[config.mk]
export PLATFORM = sky130hd
export DESIGN_NAME = bresenham_line_rasterizer
export DESIGN_NICKNAME = d
export VERILOG_FILES = /design/src/rtl/core/brz_pkg.sv /design/src/rtl/core/bresenham_line_rasterizer.sv
export SDC_FILE = /design/constraint.sdc
export NUM_CORES = 1
export LEC_CHECK = 0
export BUFFER_PORTS_ARGS = -buffer_cell sky130_fd_sc_hd__buf_2
export CORE_UTILIZATION = 50
export DETAILED_ROUTE_END_ITERATION = 10
export PLACE_DENSITY = 0.69
export SLEW_MARGIN = 10
export SYNTH_ARGS = -nofsm -noshare
export SYNTH_HDL_FRONTEND = slang
export SYNTH_SLANG_ARGS = --single-unit
export TNS_END_PERCENT = 100
[constraint.sdc]
create_clock -name clk -period 8.3 [get_ports clk]
set_input_delay 1.245 -clock clk [delete_from_list [all_inputs] [get_ports clk]]
set_output_delay 1.245 -clock clk [all_outputs]
set_load 0.01 [all_outputs]
[src/rtl/core/brz_pkg.sv]
// ============================================================================
// brz_pkg: shared definitions for the line rasterizer
// Coordinate, delta, error and address widths, stream word layouts and the
// item mode codes.
// ============================================================================
`default_nettype none

package brz_pkg;

  // Coordinate width; every delta and error width follows from it.
  localparam int COORD_BITS  = 10;
  localparam int DELTA_BITS  = COORD_BITS + 1;  // doubled absolute delta
  localparam int ERR_BITS    = COORD_BITS + 3;  // signed error term
  localparam int PITCH_BITS  = 11;
  localparam int ADDR_BITS   = 20;
  localparam int COLOUR_BITS = 8;
  localparam int PROD_BITS   = COORD_BITS + PITCH_BITS;

  localparam logic [PITCH_BITS-1:0] PITCH_RESET = PITCH_BITS'(320);

  // Input word: start_x, start_y, end_x, end_y, colour from bit 0 up.
  localparam int IN_SX_LSB     = 0;
  localparam int IN_SY_LSB     = COORD_BITS;
  localparam int IN_EX_LSB     = 2 * COORD_BITS;
  localparam int IN_EY_LSB     = 3 * COORD_BITS;
  localparam int IN_COL_LSB    = 4 * COORD_BITS;
  localparam int IN_USED_BITS  = 4 * COORD_BITS + COLOUR_BITS;
  localparam int IN_DATA_BITS  = ((IN_USED_BITS + 7) / 8) * 8;

  // Output word: pixel_x, pixel_y, pixel_address, pixel_colour from bit 0 up.
  localparam int OUT_X_LSB     = 0;
  localparam int OUT_Y_LSB     = COORD_BITS;
  localparam int OUT_ADDR_LSB  = 2 * COORD_BITS;
  localparam int OUT_COL_LSB   = 2 * COORD_BITS + ADDR_BITS;
  localparam int OUT_USED_BITS = 2 * COORD_BITS + ADDR_BITS + COLOUR_BITS;
  localparam int OUT_DATA_BITS = ((OUT_USED_BITS + 7) / 8) * 8;

  // Item mode carried in tuser.
  typedef enum logic {
    MODE_LOAD = 1'b0,
    MODE_STEP = 1'b1
  } mode_t;

endpackage

`default_nettype wire

[src/rtl/core/bresenham_line_rasterizer.sv]
// ============================================================================
// bresenham_line_rasterizer: integer line rasterizer for a linear frame buffer
// A load word latches two endpoints and a colour and emits the first pixel;
// each step word emits the next pixel with its frame buffer address.
// ============================================================================
//
//   channel   direction  tdata fields (low bit up)                  tuser / tlast
//   s_axis    in         start_x, start_y, end_x, end_y, colour     tuser = mode
//   m_axis    out        pixel_x, pixel_y, pixel_address, colour    tlast = last_pixel
//   cfg       in         row_pitch (written when cfg_wen is high)   -
//
// For each word, the error update, cursor move and the
// row-times-pitch multiply sit between the line state and the output register.
// A new word is taken every cycle while the output register is empty or being
// drained. A step word with no active line produces no output word.
// rst is synchronous and clears the line state and the output valid flag.
`default_nettype none

module bresenham_line_rasterizer (
  input  wire logic                                clk,
  input  wire logic                                rst,
  // Configuration: row pitch.
  input  wire logic                                cfg_wen,
  input  wire logic [brz_pkg::PITCH_BITS-1:0]      cfg_wdata,
  // Input stream.
  input  wire logic                                s_axis_tvalid,
  output logic                                     s_axis_tready,
  // start_x, start_y, end_x, end_y, colour
  input  wire logic [brz_pkg::IN_DATA_BITS-1:0]    s_axis_tdata,
  // mode
  input  wire logic                                s_axis_tuser,
  // Output stream.
  output logic                                     m_axis_tvalid,
  input  wire logic                                m_axis_tready,
  // pixel_x, pixel_y, pixel_address, pixel_colour
  output logic [brz_pkg::OUT_DATA_BITS-1:0]        m_axis_tdata,
  // last_pixel
  output logic                                     m_axis_tlast
);

  localparam int C = brz_pkg::COORD_BITS;
  localparam int D = brz_pkg::DELTA_BITS;
  localparam int E = brz_pkg::ERR_BITS;

  // Configuration and line state.
  logic [brz_pkg::PITCH_BITS-1:0]  row_pitch;
  logic [C-1:0]                    cursor_x, cursor_y, target_x, target_y;
  logic signed [E-1:0]             error_term;
  logic [D-1:0]                    double_dx, double_dy;
  logic                            x_step_negative, y_step_negative, x_is_major;
  logic                            line_active;
  logic [brz_pkg::COLOUR_BITS-1:0] line_colour;

  logic [C-1:0]                    cursor_x_next, cursor_y_next;
  logic [C-1:0]                    target_x_next, target_y_next;
  logic signed [E-1:0]             error_term_next;
  logic [D-1:0]                    double_dx_next, double_dy_next;
  logic                            x_step_negative_next, y_step_negative_next;
  logic                            x_is_major_next, line_active_next;
  logic [brz_pkg::COLOUR_BITS-1:0] line_colour_next;
  logic                            last_next;
  logic                            emit;

  // Input fields.
  logic [C-1:0] in_sx, in_sy, in_ex, in_ey;
  logic [brz_pkg::COLOUR_BITS-1:0] in_colour;
  logic accept;

  assign in_sx     = s_axis_tdata[brz_pkg::IN_SX_LSB +: C];
  assign in_sy     = s_axis_tdata[brz_pkg::IN_SY_LSB +: C];
  assign in_ex     = s_axis_tdata[brz_pkg::IN_EX_LSB +: C];
  assign in_ey     = s_axis_tdata[brz_pkg::IN_EY_LSB +: C];
  assign in_colour = s_axis_tdata[brz_pkg::IN_COL_LSB +: brz_pkg::COLOUR_BITS];

  assign s_axis_tready = !m_axis_tvalid || m_axis_tready;
  assign accept        = s_axis_tvalid && s_axis_tready;

  // Load setup: signed deltas, directions and doubled magnitudes.
  logic signed [C:0] delta_x, delta_y;
  logic [C-1:0]      abs_dx, abs_dy;
  logic [D-1:0]      load_ddx, load_ddy;

  always_comb begin
    delta_x  = $signed({1'b0, in_ex}) - $signed({1'b0, in_sx});
    delta_y  = $signed({1'b0, in_ey}) - $signed({1'b0, in_sy});
    abs_dx   = delta_x[C] ? C'(-delta_x) : delta_x[C-1:0];
    abs_dy   = delta_y[C] ? C'(-delta_y) : delta_y[C-1:0];
    load_ddx = {abs_dx, 1'b0};
    load_ddy = {abs_dy, 1'b0};
  end

  // Step: decide the minor move from the error term, then advance the cursor.
  logic                err_pos, err_zero, minor_step;
  logic [D-1:0]        d_major, d_minor;
  logic signed [E-1:0] err_after_minor;
  logic [C-1:0]        step_x, step_y;

  always_comb begin
    err_pos   = !error_term[E-1] && (error_term != '0);
    err_zero  = (error_term == '0);
    d_major   = x_is_major ? double_dx : double_dy;
    d_minor   = x_is_major ? double_dy : double_dx;
    minor_step = err_pos ||
                 (err_zero && !(x_is_major ? x_step_negative : y_step_negative));
    err_after_minor = minor_step ? error_term - $signed(E'(d_major)) : error_term;
    step_x = x_step_negative ? cursor_x - C'(1) : cursor_x + C'(1);
    step_y = y_step_negative ? cursor_y - C'(1) : cursor_y + C'(1);
  end

  // Next line state and whether an output word is produced.
  always_comb begin
    cursor_x_next        = cursor_x;
    cursor_y_next        = cursor_y;
    target_x_next        = target_x;
    target_y_next        = target_y;
    error_term_next      = error_term;
    double_dx_next       = double_dx;
    double_dy_next       = double_dy;
    x_step_negative_next = x_step_negative;
    y_step_negative_next = y_step_negative;
    x_is_major_next      = x_is_major;
    line_active_next     = line_active;
    line_colour_next     = line_colour;
    last_next            = 1'b0;
    emit                 = 1'b0;
    if (accept) begin
      if (s_axis_tuser == brz_pkg::MODE_LOAD) begin
        cursor_x_next        = in_sx;
        cursor_y_next        = in_sy;
        target_x_next        = in_ex;
        target_y_next        = in_ey;
        line_colour_next     = in_colour;
        x_step_negative_next = delta_x[C];
        y_step_negative_next = delta_y[C];
        double_dx_next       = load_ddx;
        double_dy_next       = load_ddy;
        x_is_major_next      = load_ddx > load_ddy;
        if (load_ddx > load_ddy) begin
          error_term_next = $signed(E'(load_ddy)) - $signed(E'(abs_dx));
          last_next       = (in_sx == in_ex);
        end else begin
          error_term_next = $signed(E'(load_ddx)) - $signed(E'(abs_dy));
          last_next       = (in_sy == in_ey);
        end
        line_active_next = !last_next;
        emit             = 1'b1;
      end else if (line_active) begin
        error_term_next = err_after_minor + $signed(E'(d_minor));
        if (x_is_major) begin
          cursor_x_next = step_x;
          cursor_y_next = minor_step ? step_y : cursor_y;
          last_next     = (step_x == target_x);
        end else begin
          cursor_y_next = step_y;
          cursor_x_next = minor_step ? step_x : cursor_x;
          last_next     = (step_y == target_y);
        end
        line_active_next = !last_next;
        emit             = 1'b1;
      end
    end
  end

  // Pixel address from the new cursor: row times pitch plus column.
  logic [brz_pkg::PROD_BITS-1:0] row_offset;
  logic [brz_pkg::ADDR_BITS-1:0] pixel_address_next;
  logic [brz_pkg::OUT_DATA_BITS-1:0] out_word_next;

  always_comb begin
    row_offset = brz_pkg::PROD_BITS'(cursor_y_next) * brz_pkg::PROD_BITS'(row_pitch);
    pixel_address_next = brz_pkg::ADDR_BITS'(row_offset + brz_pkg::PROD_BITS'(cursor_x_next));
  end

  // Output word packing, unused bits held at zero.
  always_comb begin
    out_word_next = '0;
    out_word_next[brz_pkg::OUT_X_LSB +: C] = cursor_x_next;
    out_word_next[brz_pkg::OUT_Y_LSB +: C] = cursor_y_next;
    out_word_next[brz_pkg::OUT_ADDR_LSB +: brz_pkg::ADDR_BITS] = pixel_address_next;
    out_word_next[brz_pkg::OUT_COL_LSB +: brz_pkg::COLOUR_BITS] = line_colour_next;
  end

  // Configuration register and line state.
  always_ff @(posedge clk) begin
    if (rst) begin
      row_pitch       <= brz_pkg::PITCH_RESET;
      cursor_x        <= '0;
      cursor_y        <= '0;
      target_x        <= '0;
      target_y        <= '0;
      error_term      <= '0;
      double_dx       <= '0;
      double_dy       <= '0;
      x_step_negative <= 1'b0;
      y_step_negative <= 1'b0;
      x_is_major      <= 1'b0;
      line_active     <= 1'b0;
      line_colour     <= '0;
    end else begin
      if (cfg_wen) begin
        row_pitch <= cfg_wdata;
      end
      cursor_x        <= cursor_x_next;
      cursor_y        <= cursor_y_next;
      target_x        <= target_x_next;
      target_y        <= target_y_next;
      error_term      <= error_term_next;
      double_dx       <= double_dx_next;
      double_dy       <= double_dy_next;
      x_step_negative <= x_step_negative_next;
      y_step_negative <= y_step_negative_next;
      x_is_major      <= x_is_major_next;
      line_active     <= line_active_next;
      line_colour     <= line_colour_next;
    end
  end

  // Output register: valid flag under reset, payload loaded on each new pixel.
  always_ff @(posedge clk) begin
    if (rst) begin
      m_axis_tvalid <= 1'b0;
    end else if (emit) begin
      m_axis_tvalid <= 1'b1;
    end else if (m_axis_tready) begin
      m_axis_tvalid <= 1'b0;
    end
  end

  always_ff @(posedge clk) begin
    if (emit) begin
      m_axis_tdata <= out_word_next;
      m_axis_tlast <= last_next;
    end
  end

endmodule

`default_nettype wire

==> Word level (Yosys, flattened, before mapping) <==
Cells that the tools add are included.
{ "word_totals": {"register_bits": 146, "inputBits": 65, "word_cells": 91} }
{ "classes": {"n_addsub": 13, "multipliers": 1, "n_lt_le_gt_ge": 1, "n_eq_ne": 5, "mux": 39, "bitwise_logic": 1, "n_reduce_logical": 15} }
{ "ops": {"columns": ["operator", "n"], "rows": [
  ["10-bit 2-to-1 mux", 14],
  ["13-bit 2-to-1 mux", 4],
  ["10-bit equality test", 4],
  ["11-bit by 10-bit subtractor with 12-bit output", 2],
  ["11-bit 2-to-1 mux", 2],
  ["10-bit by 10-bit subtractor with 11-bit output", 2],
  ["10-bit by 1-bit adder with 10-bit output, second input constant", 2],
  ["20-bit by 10-bit adder with 20-bit output", 1],
  ["10-bit by 11-bit multiplier with 20-bit output", 1],
  ["10-bit negation", 2],
  ["10-bit by 1-bit subtractor with 10-bit output, second input constant", 2],
  ["1-bit 2-to-1 mux", 17],
  ["8-bit 2-to-1 mux", 2],
  ["13-bit by 12-bit adder with 13-bit output", 1],
  ["13-bit zero test", 1],
  ["13-bit nonzero test", 1],
  ["13-bit by 12-bit subtractor with 13-bit output", 1],
  ["11-bit greater-than comparator", 1],
  ["1-bit zero test", 5],
  ["2-bit AND reduction", 2],
  ["1-bit logical AND", 3],
  ["1-bit logical OR", 2],
  ["2-bit by 1-bit != test with 1-bit output, second input constant", 1],
  ["2-bit nonzero test", 1],
  ["1-bit inverter", 1]
]} }

==> Longest topological paths before layout <==
Gate-level depths: netlist of run 1.
{ "depth": {"depth_word": 11, "mapped_depth": 30, "depth_no_buf": 29} }

==> Least setup slack after synthesis of run 1 <==
No wires, ideal clock.
{ "synth_timing": {"path_kind": "input -> register", "start": "in m_axis_tready", "end": "reg m_axis_tdata[39] (netlist bit) (data pin)", "setup_ns": 0.261, "arrival_ns": 7.277, "t_required_ns": 8.039, "setup_slack_ns": 0.761, "cell_stages": 25, "path_buffers": 3, "cell_sequence": "nand2b_1 > and2_1 > clkbuf_1 > nand2_1 > clkbuf_1 > o22ai_1 > a21oi_1 > clkbuf_1 > nand2_1 > fa_1 > inv_1 > fa_1 > fa_1 > fa_1 > inv_1 > fa_1 > inv_1 > ha_1 > a21o_1 > a21o_1 > a21oi_1 > a31oi_1 > o41ai_1 > o21ai_0 > xnor2_1"} }
{ "synth_via": {"elab_chain_len": 5, "word_cells_on_any_way": 6, "classes_between": "add/sub: 1; mul: 1; mux: 2; reduce/logical: 2"} }
{ "synth_lines": {"columns": ["item", "line_no", "rtl"], "rows": [
  ["start: declaration", "bresenham_line_rasterizer.sv:34", "input wire logic m_axis_tready,"],
  ["1-bit logical OR", "bresenham_line_rasterizer.sv:75", "assign s_axis_tready = !m_axis_tvalid || m_axis_tready;"],
  ["1-bit logical AND", "bresenham_line_rasterizer.sv:76", "assign accept = s_axis_tvalid && s_axis_tready;"],
  ["10-bit 2-to-1 mux", "bresenham_line_rasterizer.sv:126", "if (accept) begin"],
  ["named net cursor_y_next[6]", "bresenham_line_rasterizer.sv:54", "logic [C-1:0] cursor_x_next, cursor_y_next;"],
  ["10-bit by 11-bit multiplier with 20-bit output", "bresenham_line_rasterizer.sv:170", "row_offset = brz_pkg::PROD_BITS'(cursor_y_next) * brz_pkg::PROD_BITS'(row_pitch);"],
  ["20-bit by 10-bit adder with 20-bit output", "bresenham_line_rasterizer.sv:171", "pixel_address_next = brz_pkg::ADDR_BITS'(row_offset + brz_pkg::PROD_BITS'(cursor_x_next));"],
  ["named net out_word_next, one bit", "bresenham_line_rasterizer.sv:167", "logic [brz_pkg::OUT_DATA_BITS-1:0] out_word_next;"],
  ["end signal: assignment", "bresenham_line_rasterizer.sv:231", "m_axis_tdata <= out_word_next;"],
  ["end: declaration", "bresenham_line_rasterizer.sv:36", "output logic [brz_pkg::OUT_DATA_BITS-1:0] m_axis_tdata,"]
]} }
The timed path passes the listed nets, and every way through them passes these cells.
A chain may end at the register's enable or synchronous reset.

==> Worst setup path after layout of run 1 <==
{ "layout_timing": {"start": "reg y_step_negative", "end": "reg m_axis_tdata[39] (netlist bit) (data pin)"} }
{ "layout_via": {"elab_chain_len": 11, "word_cells_on_any_way": 17, "classes_between": "add/sub: 1; mul: 1; mux: 12; reduce/logical: 3"} }
{ "layout_lines": {"columns": ["item", "line_no", "rtl"], "rows": [
  ["start: declaration", "bresenham_line_rasterizer.sv:50", "logic x_step_negative, y_step_negative, x_is_major;"],
  ["start signal: assignment", "bresenham_line_rasterizer.sv:211", "y_step_negative <= y_step_negative_next;"],
  ["1-bit 2-to-1 mux", "bresenham_line_rasterizer.sv:104", "(err_zero && !(x_is_major ? x_step_negative : y_step_negative));"],
  ["1-bit zero test", "bresenham_line_rasterizer.sv:104", null],
  ["1-bit logical AND", "bresenham_line_rasterizer.sv:104", null],
  ["1-bit logical OR", "bresenham_line_rasterizer.sv:103", "minor_step = err_pos ||"],
  ["10-bit 2-to-1 mux", "bresenham_line_rasterizer.sv:151", "cursor_y_next = minor_step ? step_y : cursor_y;"],
  ["10-bit 2-to-1 mux", "bresenham_line_rasterizer.sv:149", "if (x_is_major) begin"],
  ["10-bit 2-to-1 mux", "bresenham_line_rasterizer.sv:147", "end else if (line_active) begin"],
  ["10-bit 2-to-1 mux", "bresenham_line_rasterizer.sv:127", "if (s_axis_tuser == brz_pkg::MODE_LOAD) begin"],
  ["10-bit 2-to-1 mux", "bresenham_line_rasterizer.sv:126", null],
  ["10-bit by 11-bit multiplier with 20-bit output", "bresenham_line_rasterizer.sv:170", null],
  ["20-bit by 10-bit adder with 20-bit output *", "bresenham_line_rasterizer.sv:171", null],
  ["named net out_word_next, one bit", "bresenham_line_rasterizer.sv:167", null]
]} }
Mark *: on every way through the listed nets, which the timed path passes. The rest lies on a longest branch.

==> results of run 1 <==
[layer usage]
metal  share of wire (%)  GRT usage, %
met1                  44          32.7
met2                  49          44.7
met3                 4.1          2.96
met4                 2.8          9.49
met5                   0             0
[power groups by stage]
stage | Combinational (W) | Sequential [W] | Clock, W
finish | 0.00207 | 0.000919 | 0.000820
global route | 0.00233 | 0.000928 | 0.000863
CTS | 0.00206 | 0.000918 | 0.000834
detailed placement | 0.00204 | 0.000933 | 0
global placement | 0.00200 | 0.000932 | 0
floorplan | 0.00157 | 0.000933 | 0
[area by class of cell]
| class | count | share of cell area [%] |
|---|---|---|
| clock buffer | 18 | 2.86 |
| inverter | 188 | 4.60 |
| multi-input combinational | 1187 | 61.6 |
| tap | 341 | 2.78 |
| clock inverter | 14 | 1.10 |
| timing repair buffer | 136 | 4.79 |
| sequential | 146 | 22.2 |
[cell usage in the layout (no fill, tap or decap), types with 9 or more instances in the layout]
master	count
xnor2_1	68
buf_4	22
a21oi_1	106
inv_1	186
a21o_1	25
nand3_1	22
nand2b_1	10
clkbuf_16	17
fa_1	87
mux2_2	17
nand2_1	188
edfxtp_1	49
buf_2	114
mux2i_1	25
nor4_1	9
nor3_1	26
o21bai_1	9
dfxtp_1	97
o22ai_1	34
ha_1	143
a211oi_1	32
nor2_1	98
xor2_1	39
nor2b_1	28
o211ai_1	11
o21ai_0	31
and2_1	61
[path summary, 6_finish.rpt]
| check | start | to | slack, ns | cells after the start |
|---|---|---|---|---|
| setup / recovery | y_step_negative | m_axis_tdata[39] | 0.57 | 26 |
| hold / removal | target_x[5] | target_x[5] | 0.46 | 2 |
| setup reg to reg | y_step_negative | m_axis_tdata[39] | 0.57 | 26 |
| hold reg to reg | target_x[5] | target_x[5] | 0.46 | 2 |
[cells by family (layout without fill, tap and decap cells)]
| group | after synthesis | after routing |
|---|---|---|
| and+or+nand+nor | 476 | 476 |
| muxes | 42 | 42 |
| buffers and inverters | 254 | 356 |
| DFF | 146 | 146 |
| AOI/OAI and AO/OA | 324 | 324 |
| adders and majority gates | 230 | 230 |
| xor gates and xnor gates | 115 | 115 |
[worst reg2reg max path, cell delays in order (launching register included)]
cell      delay, ns
dfxtp_1        0.46
mux2_2         0.37
a41oi_1        0.42
o21a_1         0.42
nand2_1        0.29
o22ai_1        0.18
nand2_1        0.07
o221ai_1       0.40
buf_4          0.26
nand2_1        0.06
fa_1           0.51
inv_1          0.05
fa_1           0.50
inv_1          0.05
fa_1           0.48
inv_1          0.06
fa_1           0.53
inv_1          0.06
fa_1           0.55
inv_1          0.05
ha_1           0.34
a21o_1         0.18
a21oi_1        0.28
a31oi_1        0.17
o41ai_1        0.42
o21ai_0        0.20
xnor2_1        0.15
[metrics by stage]
step / worst slack, ns / power, W / hold WS, ns / instance area [sq um] / utilization (%)
3_3_place_gp: 0.562 / 0.00293 / 0.444 / 14700 / 54.6
3_5_place_dp: 0.358 / 0.00297 / 0.452 / 14700 / 54.6
4_1_cts: 0.634 / 0.00381 / 0.461 / 15400 / 56.8
5_1_grt: 0.0596 / 0.00412 / 0.484 / 15400 / 56.8
6_report: 0.566 / 0.00381 / 0.457 / 15400 / 56.8
2_1_floorplan: 0.761 / 0.00250 / 0.432 / 13800 / -
[state kept, by name, summed over array words and instances, names as in the netlist, 8 cells and up]
register	count
error_term	13
double_dy	10
double_dx	10
target_x	10
m_axis_tdata	48
target_y	10
cursor_y	10
line_colour	8
row_pitch	11
cursor_x	10
==> metrics.txt, run 1 <==
Starting Density=51.1%; Post-Syn Instances=1587; setup repair bufs after CTS=0; sum of negative setup slack=0 ns; Max Clk Rate=129 MHz; die area=approximately 0.028 sq mm; Iter 0 DRT Violations=867; ant diodes=0; predominant post-synthesis flop cell=dfxtp_1; Post-Synth Simple-Gate Area=16.1%; Critical Path Max Stage Delay=0.55 ns; fin crit share=93.2%; largest net degree at the start of global routing=about 90; Chip Width=roughly 170 um; Multi-input gate area=0.00946 sq mm; most frequent cell after synthesis=nand2_1; post-detail-place hpwl=26900 um; crit path kind=flip-flop to flip-flop; post-synthesis mux area share=3.20%; main combinational cell family by area after synthesis=adder cells; Syn Nets=1882; drt pass-1 iters=5; Synth top area share=14.1%; TritonCTS clock tree=built; clock share of power=21.5%; Post-synth EDFFs=49; sequential cell area=around 0.0034 sq mm; Arrival @ worst endpoint=7.91 ns; first-pass GRT wire length=57300 um; FP Rows=60; clock buffer count from CTS=17; complex-gate fraction of the synthesized area=15.5%; final setup skew=roughly 0.019 ns; number of max-cap violations=0; Post-DRT Antenna Nets=0; RSZ-0062 raised after global routing=no; Int Pwr=0.00220 W; Crit path max-delay family=adder cells; total gr overflow=0; status=completed; Syn-to-layout area delta=11.1%; Pleak=7.22 nW; number of fill cells=2432; layout cells sized above 1=12.3%; Cell Area, Synth=0.0138 sq mm; Mean Syn Cell Area=8.71 sq um; Peak VDD IR=about 0.15 mV; clock slew at reported path FFs=0.07 ns; Overall Global Routing Usage=25.7%; Buf/Inv on CP=6; most frequent cells after synthesis=189 x nand2_1, 187 x inv_1, 143 x ha_1; Placed Cells=approximately 2000; sequential power share=about a quarter; Data required, critical path=8.48 ns; Clk Latency, worst-skew pair=around 0.44 ns; switching portion of total power=42.1%; Non-Filler Instances=2030; Seq/Total Area, Yosys=24.7%; Final Max Tran Viols=0; Max clock buf depth=2; min-delay worst type=flip-flop to flip-flop; Net Sw Power=0.00160 W; Total Nets Final=1971; # resized after CTS=0; FF+latch count, synth=about 150; residual DRC count=0; IO buf count=approximately 120; CP Capture Type=flip-flop; worst-path fanout max=12; CP Launch Type=flip-flop; combinational power share=54.3%; post-synth top area cell=dfxtp_1; Netlist cell types=72; via count of the first global-routing pass=11267; CP max stage cell=fa_1; Worst-Margin Slew=about 1.1 ns; Die Span Y=168 um; H-tree depth=4; Final Hold Violating Endpoints=0; wire per inst=approximately 17 um; top cells by area, synth=dfxtp_1 14%, ha_1 13%, fa_1 13%; via count=11453; post-synthesis xor/xnor area fraction=8.05%; initial antenna violation count=0; normalized max-slew margin=25.5%; setup violators final=0; power per cell area=248 mW/mm^2; DRT Wirelength=35300 um; fin crit period=7.73 ns; GPL Wtd Cong=0.873; clock sink count=146; yosys warns=0; drt via density=roughly 5.6; Core ar.=0.0270 sq mm; # hold bufs at CTS=0; clock root buffer=clkbuf_16; I/O pins=between 100 and 150; Async S/R FF share, synth=0%; Post-Synth Adder-Cell Area=roughly 26%
No activity file was read; power rests on OpenSTA's default activity.
==> run 2, diff against run 1 <==
--- a/config.mk
+++ b/config.mk
@@ -6,9 +6,11 @@
 export NUM_CORES = 1
 export LEC_CHECK = 0
 export BUFFER_PORTS_ARGS = -buffer_cell sky130_fd_sc_hd__buf_2
-export CORE_UTILIZATION = 50
+export CELL_PAD_IN_SITES_DETAIL_PLACEMENT = 1
+export CELL_PAD_IN_SITES_GLOBAL_PLACEMENT = 2
+export CORE_UTILIZATION = 38
 export DETAILED_ROUTE_END_ITERATION = 10
-export PLACE_DENSITY = 0.69
+export PLACE_DENSITY_LB_ADDON = 0.1
 export SLEW_MARGIN = 10
 export SYNTH_ARGS = -nofsm -noshare
 export SYNTH_HDL_FRONTEND = slang
==> run 2 against run 1 <==
Against the previous run: the run now ends with DRC left; clock skew shrank 0.0058 ns; clock-buffer cell count unchanged; sequential share of layout area decreased by 0.28 points; combinational power grew 2%; critical path depth is the same; largest power group unchanged; setup slack better by 0.22 ns; first-iteration DRC count down 58%; routed wire length up 16%; clock power shrank 3.7%; power rose by 0.63%; critical endpoint unchanged.
==> metrics.txt, run 2 (synthesis gave the netlist of run 1 again) <==
setup violators final=0 (unchanged); Max Clk Rate=133 MHz (was 129 MHz); ant diodes=0 (unchanged); worst-path fanout max=9 (was 12); Final Max Tran Viols=0 (unchanged); fin crit share=90.5% (was 93.2%); clock slew at reported path FFs=0.06 ns (was 0.07 ns); Largest register FFs=48 (unchanged); FP Rows=69 (was 60); total power=0.00383 W (was 0.00381 W); FF-to-FF path depth=26 (unchanged); residual DRC count=4 (was 0); Non-Filler Instances=2158 (was 2030); power per cell area=246 mW/mm^2 (was 248 mW/mm^2); Biggest register=m_axis_tdata (unchanged); Arrival @ worst endpoint=7.72 ns (was 7.91 ns); CP Launch Type=flip-flop (unchanged); sum of negative setup slack=0 ns (unchanged); number of max-cap violations=0 (unchanged); Starting Density=38.8% (was 51.1%); CP Capture Type=flip-flop (unchanged); Data required, critical path=8.50 ns (was 8.48 ns); drt pass-1 iters=7 (was 5); R2R Setup Slk=0.79 ns (was 0.57 ns); most frequent cells in the layout=188 x nand2_1, 186 x inv_1, 143 x ha_1 (unchanged); Die Span Y=193 um (was 168 um); GPL Wtd Cong=0.836 (was 0.873); via count=11339 (was 11453); failing checks=DRC; DRT Wirelength=41000 um (was 35300 um); post-detail-place hpwl=32400 um (was 26900 um); status=finished, violations left (was completed); Placed Cells=2126 (was 1998); Total Nets Final=1979 (was 1971); R2R Path End=m_axis_tdata[39] (unchanged); Chip Width=193 um (was 168 um); initial antenna violation count=1 (was 0); Final Hold Violating Endpoints=0 (unchanged); I/O pins=116 (unchanged); final setup skew=0.0131 ns (was 0.0190 ns); normalized max-slew margin=44.2% (was 25.5%); Final Core Density=43.6% (was 56.8%); Pleak=7.25 nW (was 7.22 nW); via count of the first global-routing pass=11956 (was 11267); layout cells sized above 1=12.7% (was 12.3%); first-pass GRT wire length=65800 um (was 57300 um); Iter 0 DRT Violations=367 (was 867); setup repair bufs after CTS=0 (unchanged); hold wc startpoint=target_y[6] (was target_x[5]); total gr overflow=0 (unchanged); clock buffer count from CTS=17 (unchanged); fin crit period=7.51 ns (was 7.73 ns); crit path kind=flip-flop to flip-flop (unchanged); largest net degree at the start of global routing=68 (was 88); DP Worst Slack=0.347 ns (was 0.358 ns); Clk Latency, worst-skew pair=0.46 ns (was 0.44 ns); H-tree depth=4 (unchanged); Peak VDD IR=0.178 mV (was 0.154 mV); biggest regs=m_axis_tdata x48, error_term x13, row_pitch x11 (unchanged); number of cells on the worst hold path=2 (unchanged); TritonCTS clock tree=built (unchanged); Worst-Margin Slew=0.816 ns (was 1.12 ns); min-delay worst type=flip-flop to flip-flop (unchanged); clock root buffer=clkbuf_16 (unchanged); end of the worst hold path=target_y[6] (was target_x[5]); clock sink count=146 (unchanged); Setup WS post-layout=0.788 ns (was 0.566 ns); die area=0.0371 sq mm (was 0.0283 sq mm); Post-DRT Antenna Nets=0 (unchanged); Reg-to-Reg Start=y_step_negative (unchanged); wire per inst=19.0 um (was 17.4 um); Max clock buf depth=2 (unchanged); IO buf count=115 (unchanged); most common cell after layout, fill and taps aside=nand2_1 (unchanged); drt via density=5.25 (was 5.64); Overall Global Routing Usage=23.3% (was 25.7%); Core ar.=0.0357 sq mm (was 0.0270 sq mm); RSZ-0062 raised after global routing=no (unchanged); Syn-to-layout area delta=12.5% (was 11.1%)
-- run 2: per-layer routing --
| layer | track usage [%] | vias up | share of wire (%) |
|---|---|---|---|
| li1 | - | 5588 | - |
| met1 | 28.6 | 5571 | 44 |
| met2 | 41.2 | 122 | 51 |
| met3 | 3.31 | 56 | 2.2 |
| met4 | 8.21 | 2 | 2.4 |
| met5 | 0 | - | 0.034 |
-- run 2: cell type report --
class | instances | area, sq um
repair buffers | 144 | 796
well taps | 461 | 577
inverters | 188 | 706
fillers | 4250 | 20100
clock buffers | 18 | 429
flip-flops and latches | 146 | 3410
clock inverters | 14 | 153
multi-input cells | 1187 | 9480
-- run 2: stage by stage --
step / hold WS [ns] / area [sq um]
finish: 0.463 / 15500
global route: 0.490 / 15500
CTS: 0.468 / 15500
detailed placement: 0.458 / 15000
global placement: 0.450 / 15000
floorplan: 0.432 / 13800
-- run 2: how the worst max path moves through the flow --
stage,startpoint,end,slack (ns)
after global routing,y_step_negative,m_axis_tdata[39],0.21
after detailed placement,m_axis_tready,m_axis_tdata[39],0.35
after global placement,m_axis_tready,m_axis_tdata[39],0.49
final,y_step_negative,m_axis_tdata[39],0.79
after CTS,y_step_negative,m_axis_tdata[39],0.53
after floorplan,m_axis_tready,m_axis_tdata[39],0.76
-- run 2: repair_timing --
item,in CTS,in global routing
resized for setup,0,1
hold buffers,0,0
endpoints found under the setup margin,0,1
-- run 2: worst max-delay path, stage by stage, from the launching register on --
cell     delay [ns]
dfxtp_1        0.57
buf_4          0.22
inv_1          0.05
fa_1           0.40
nor2b_1        0.15
o21ai_1        0.10
a21oi_1        0.19
o41ai_1        0.11
xnor2_1        0.26
o22ai_1        0.10
a21oi_1        0.34
and2_1         0.21
fa_1           0.45
fa_1           0.53
fa_1           0.54
fa_1           0.55
inv_1          0.05
fa_1           0.54
inv_1          0.04
ha_1           0.35
a21o_1         0.20
a21o_1         0.19
a21oi_1        0.28
a31oi_1        0.22
o41ai_2        0.31
o21ai_0        0.17
xnor2_1        0.14
-- run 2: where the power goes --
| part | total [W] | internal (W) | switching (W) | leakage [nW] |
|---|---|---|---|---|
| logic | 0.00212 | 0.000897 | 0.00123 | 5.70 |
| registers | 0.000920 | 0.000857 | 0.0000629 | 1.27 |
| clock network | 0.000790 | 0.000446 | 0.000343 | 0.281 |
| total | 0.00383 | 0.00220 | 0.00163 | 7.25 |
==> run 3, diff against run 2 <==
--- a/config.mk
+++ b/config.mk
@@ -8,8 +8,9 @@
 export BUFFER_PORTS_ARGS = -buffer_cell sky130_fd_sc_hd__buf_2
 export CELL_PAD_IN_SITES_DETAIL_PLACEMENT = 1
 export CELL_PAD_IN_SITES_GLOBAL_PLACEMENT = 2
-export CORE_UTILIZATION = 38
+export CORE_UTILIZATION = 35
 export DETAILED_ROUTE_END_ITERATION = 10
+export HOLD_SLACK_MARGIN = 0.1
 export PLACE_DENSITY_LB_ADDON = 0.1
 export SLEW_MARGIN = 10
 export SYNTH_ARGS = -nofsm -noshare
==> constraint.sdc (replaced) <==
create_clock -name clk -period 6.9 [get_ports clk]
set_input_delay 1.035 -clock clk [delete_from_list [all_inputs] [get_ports clk]]
set_output_delay 1.035 -clock clk [all_outputs]
set_load 0.01 [all_outputs]
==> run 3 against run 2 <==
Against the previous run: the run now ends clean; sequential power up 20%; global-route usage is 1.9 points lower; design area increased by 6.4%; power increased by 28%; clock-buffer cell count shrank 1; non-clock buffer count increased by 83; sequential share of layout area is 1.3 points lower; first-iteration DRC count shrank 6.8%; setup slack worse by 0.53 ns; sequential cell count unchanged; largest power group unchanged.
==> metrics.txt, run 3 (synthesis gave the netlist of run 1 again) <==
Biggest register=m_axis_tdata (unchanged); Net Sw Power=0.00207 W (was 0.00163 W); GPL Wtd Cong=0.816 (was 0.836); initial antenna violation count=0 (was 1); Reg-to-Reg Start=cursor_y[1] (was y_step_negative); drt pass-1 iters=4 (was 7); ant diodes=0 (unchanged); post-detail-place hpwl=33200 um (was 32400 um); Overall Global Routing Usage=21.4% (was 23.3%); FF-to-FF path depth=25 (was 26); Max clock buf depth=2 (unchanged); sum of negative setup slack=0 ns (unchanged); Data required, critical path=7.09 ns (was 8.50 ns); Total Nets Final=2062 (was 1979); final setup skew=0.0128 ns (was 0.0131 ns); Int Pwr=0.00285 W (was 0.00220 W); fin crit period=6.64 ns (was 7.51 ns); I/O pins=116 (unchanged); normalized max-slew margin=41.4% (was 44.2%); Largest register FFs=48 (unchanged); setup violators final=0 (unchanged); Arrival @ worst endpoint=6.83 ns (was 7.72 ns); biggest regs=m_axis_tdata x48, error_term x13, row_pitch x11 (unchanged); DRT Wirelength=41900 um (was 41000 um); combinational power share=57.6% (was 55.4%); Core ar.=0.0388 sq mm (was 0.0357 sq mm); number of cells on the worst hold path=2 (unchanged); CP max stage cell=fa_1 (was dfxtp_1); via count=11666 (was 11339); busiest layer in global routing=met2 (unchanged); switching portion of total power=42.1% (was 42.6%); Clk Latency, worst-skew pair=0.45 ns (was 0.46 ns); M3 GR Usage=2.08% (was 3.31%); H-tree depth=4 (unchanged); hold wc startpoint=target_x[5] (was target_y[6]); most frequent cell on the critical path=fa_1 (unchanged); clock buffer count from CTS=17 (unchanged); clock root buffer=clkbuf_16 (unchanged); FP Rows=72 (was 69); drt via density=5.08 (was 5.25); power per cell area=297 mW/mm^2 (was 246 mW/mm^2); Final Hold Violating Endpoints=0 (unchanged); worst-path fanout max=4 (was 9); crit path kind=flip-flop to flip-flop (unchanged); CP Launch Type=flip-flop (unchanged); layout cells sized above 1=19.0% (was 12.7%); total gr overflow=0 (unchanged); Syn-to-layout area delta=19.7% (was 12.5%); R2R Path End=m_axis_tdata[39] (unchanged); Iter 0 DRT Violations=342 (was 367); Critical Path Max Stage Delay=0.54 ns (was 0.57 ns); clock sink count=146 (unchanged); wire per inst=18.2 um (was 19.0 um); first-pass GRT wire length=68100 um (was 65800 um); Pleak=7.69 nW (was 7.25 nW); met2 Track Usage GR=41.1% (was 41.2%); clock share of power=20.0% (was 20.6%); via count of the first global-routing pass=12711 (was 11956); min-delay worst type=flip-flop to flip-flop (unchanged); Final Max Tran Viols=0 (unchanged); sequential power share=22.4% (was 24.0%); Setup WS post-layout=0.260 ns (was 0.788 ns); Buf/Inv on CP=5 (was 4); DP Worst Slack=-0.421 ns (was 0.347 ns); clock slew at reported path FFs=0.07 ns (was 0.06 ns); Max Clk Rate=151 MHz (was 133 MHz); Peak VDD IR=0.186 mV (was 0.178 mV); TritonCTS clock tree=built (unchanged); die area=0.0403 sq mm (was 0.0371 sq mm); number of max-cap violations=0 (unchanged); Post-DRT Antenna Nets=0 (unchanged); most common cell after layout, fill and taps aside=nand2_1 (unchanged); status=completed (was finished, violations left); Chip Width=201 um (was 193 um); largest net degree at the start of global routing=68 (unchanged); Starting Density=35.6% (was 38.8%); fin crit share=96.2% (was 90.5%); met1 GRT Util=24.6% (was 28.6%); R2R Setup Slk=0.26 ns (was 0.79 ns); CP Capture Type=flip-flop (unchanged); Crit path max-delay family=adder cells (unchanged); IO buf count=115 (unchanged); end of the worst hold path=target_x[5] (was target_y[6]); Die Span Y=201 um (was 193 um); residual DRC count=0 (was 4); most frequent cells in the layout=186 x nand2_1, 185 x inv_1, 135 x ha_1 (was 188 x nand2_1, 186 x inv_1, 143 x ha_1); number of fill cells=4549 (was 4250); Worst-Margin Slew=0.878 ns (was 0.816 ns)
## run 3: changes by cell type in the layout (fill, tap and decap cells not counted), moves of 3 or more
cell | before | now
ha_4 | 0 | 7
a21oi_1 | 106 | 102
a21oi_2 | 4 | 8
buf_4 | 30 | 109
and2_4 | 0 | 3
o21ai_1 | 4 | 9
and2_1 | 61 | 57
ha_1 | 143 | 135
o21ai_0 | 31 | 24
## run 3: worst max-delay path by stage
stage                       start          endpoint  slack [ns]  cells past startpoint
finish                cursor_y[1]  m_axis_tdata[39]        0.26                     25
global route          cursor_y[1]  m_axis_tdata[39]      -0.005                     25
CTS                   cursor_y[1]  m_axis_tdata[39]        0.02                     24
detailed placement  m_axis_tready  m_axis_tdata[38]       -0.42                     28
global placement    m_axis_tready  m_axis_tdata[38]       -0.25                     28
floorplan           m_axis_tready  m_axis_tdata[39]       0.003                     25
## run 3: power groups by stage
| stage | Sequential [W] | Combinational (W) | Clock [W] |
|---|---|---|---|
| floorplan | 0.00112 | 0.00190 | 0 |
| global placement | 0.00112 | 0.00270 | 0 |
| detailed placement | 0.00112 | 0.00276 | 0 |
| CTS | 0.00110 | 0.00279 | 0.00101 |
| global route | 0.00111 | 0.00319 | 0.00104 |
| finish | 0.00110 | 0.00283 | 0.000984 |
## run 3: what timing repair did
| action | 4_1_cts | 5_1_grt |
|---|---|---|
| hold buffers | 0 | 0 |
| pin swaps | 4 | 28 |
| gates resized for setup | 7 | 46 |
| gates cloned | 0 | 1 |
| setup endpoints to repair | 4 | 8 |
| setup buffers | 6 | 8 |
## run 3: worst register-to-register path: stages, from the launching register on
cell and delay [ns]:
dfxtp_1 0.32, ha_1 0.29, a21o_1 0.19, a211oi_2 0.18
buf_4 0.15, o21ai_1 0.09, a2111o_1 0.42, o211ai_1 0.23
o31ai_4 0.14, and2_4 0.19, fa_1 0.54, inv_1 0.05
fa_1 0.45, fa_1 0.49, inv_1 0.06, fa_1 0.53
inv_1 0.05, fa_1 0.52, inv_1 0.06, ha_4 0.24
a21o_1 0.20, a21oi_2 0.20, a31oi_4 0.13, o41ai_4 0.34
o21ai_1 0.14, xnor2_1 0.14
## run 3: layout make-up
cell class              instances  area (sq um)  share of cell area, %
clock inverters                15           170                   1.03
flip-flops and latches        146          3420                   20.6
inverters                     188           707                   4.27
repair buffers                227          1440                   8.68
well taps                     518           648                   3.92
clock buffers                  17           425                   2.57
multi-input cells            1187          9740                   58.9
## run 3: per-stage QoR
| stage | total power, W | util, % | instance area (sq um) | hold slack [ns] | cells |
|---|---|---|---|---|---|
| floorplan | 0.00302 | - | 13900 | 0.432 | 1587 |
| global placement | 0.00382 | 40.1 | 15600 | 0.443 | 2251 |
| detailed placement | 0.00388 | 40.1 | 15600 | 0.452 | 2251 |
| CTS | 0.00491 | 41.9 | 16300 | 0.467 | 2289 |
| global route | 0.00535 | 42.6 | 16500 | 0.485 | 2298 |
| finish | 0.00492 | 42.6 | 16500 | 0.463 | 2298 |
## run 3: metal layers
metal | routed length (um) | vias up
met1 | 17800 | 5771
met2 | 22600 | 100
met3 | 618 | 40
met5 | 0 | -
li1 | - | 5755
met4 | 855 | 0
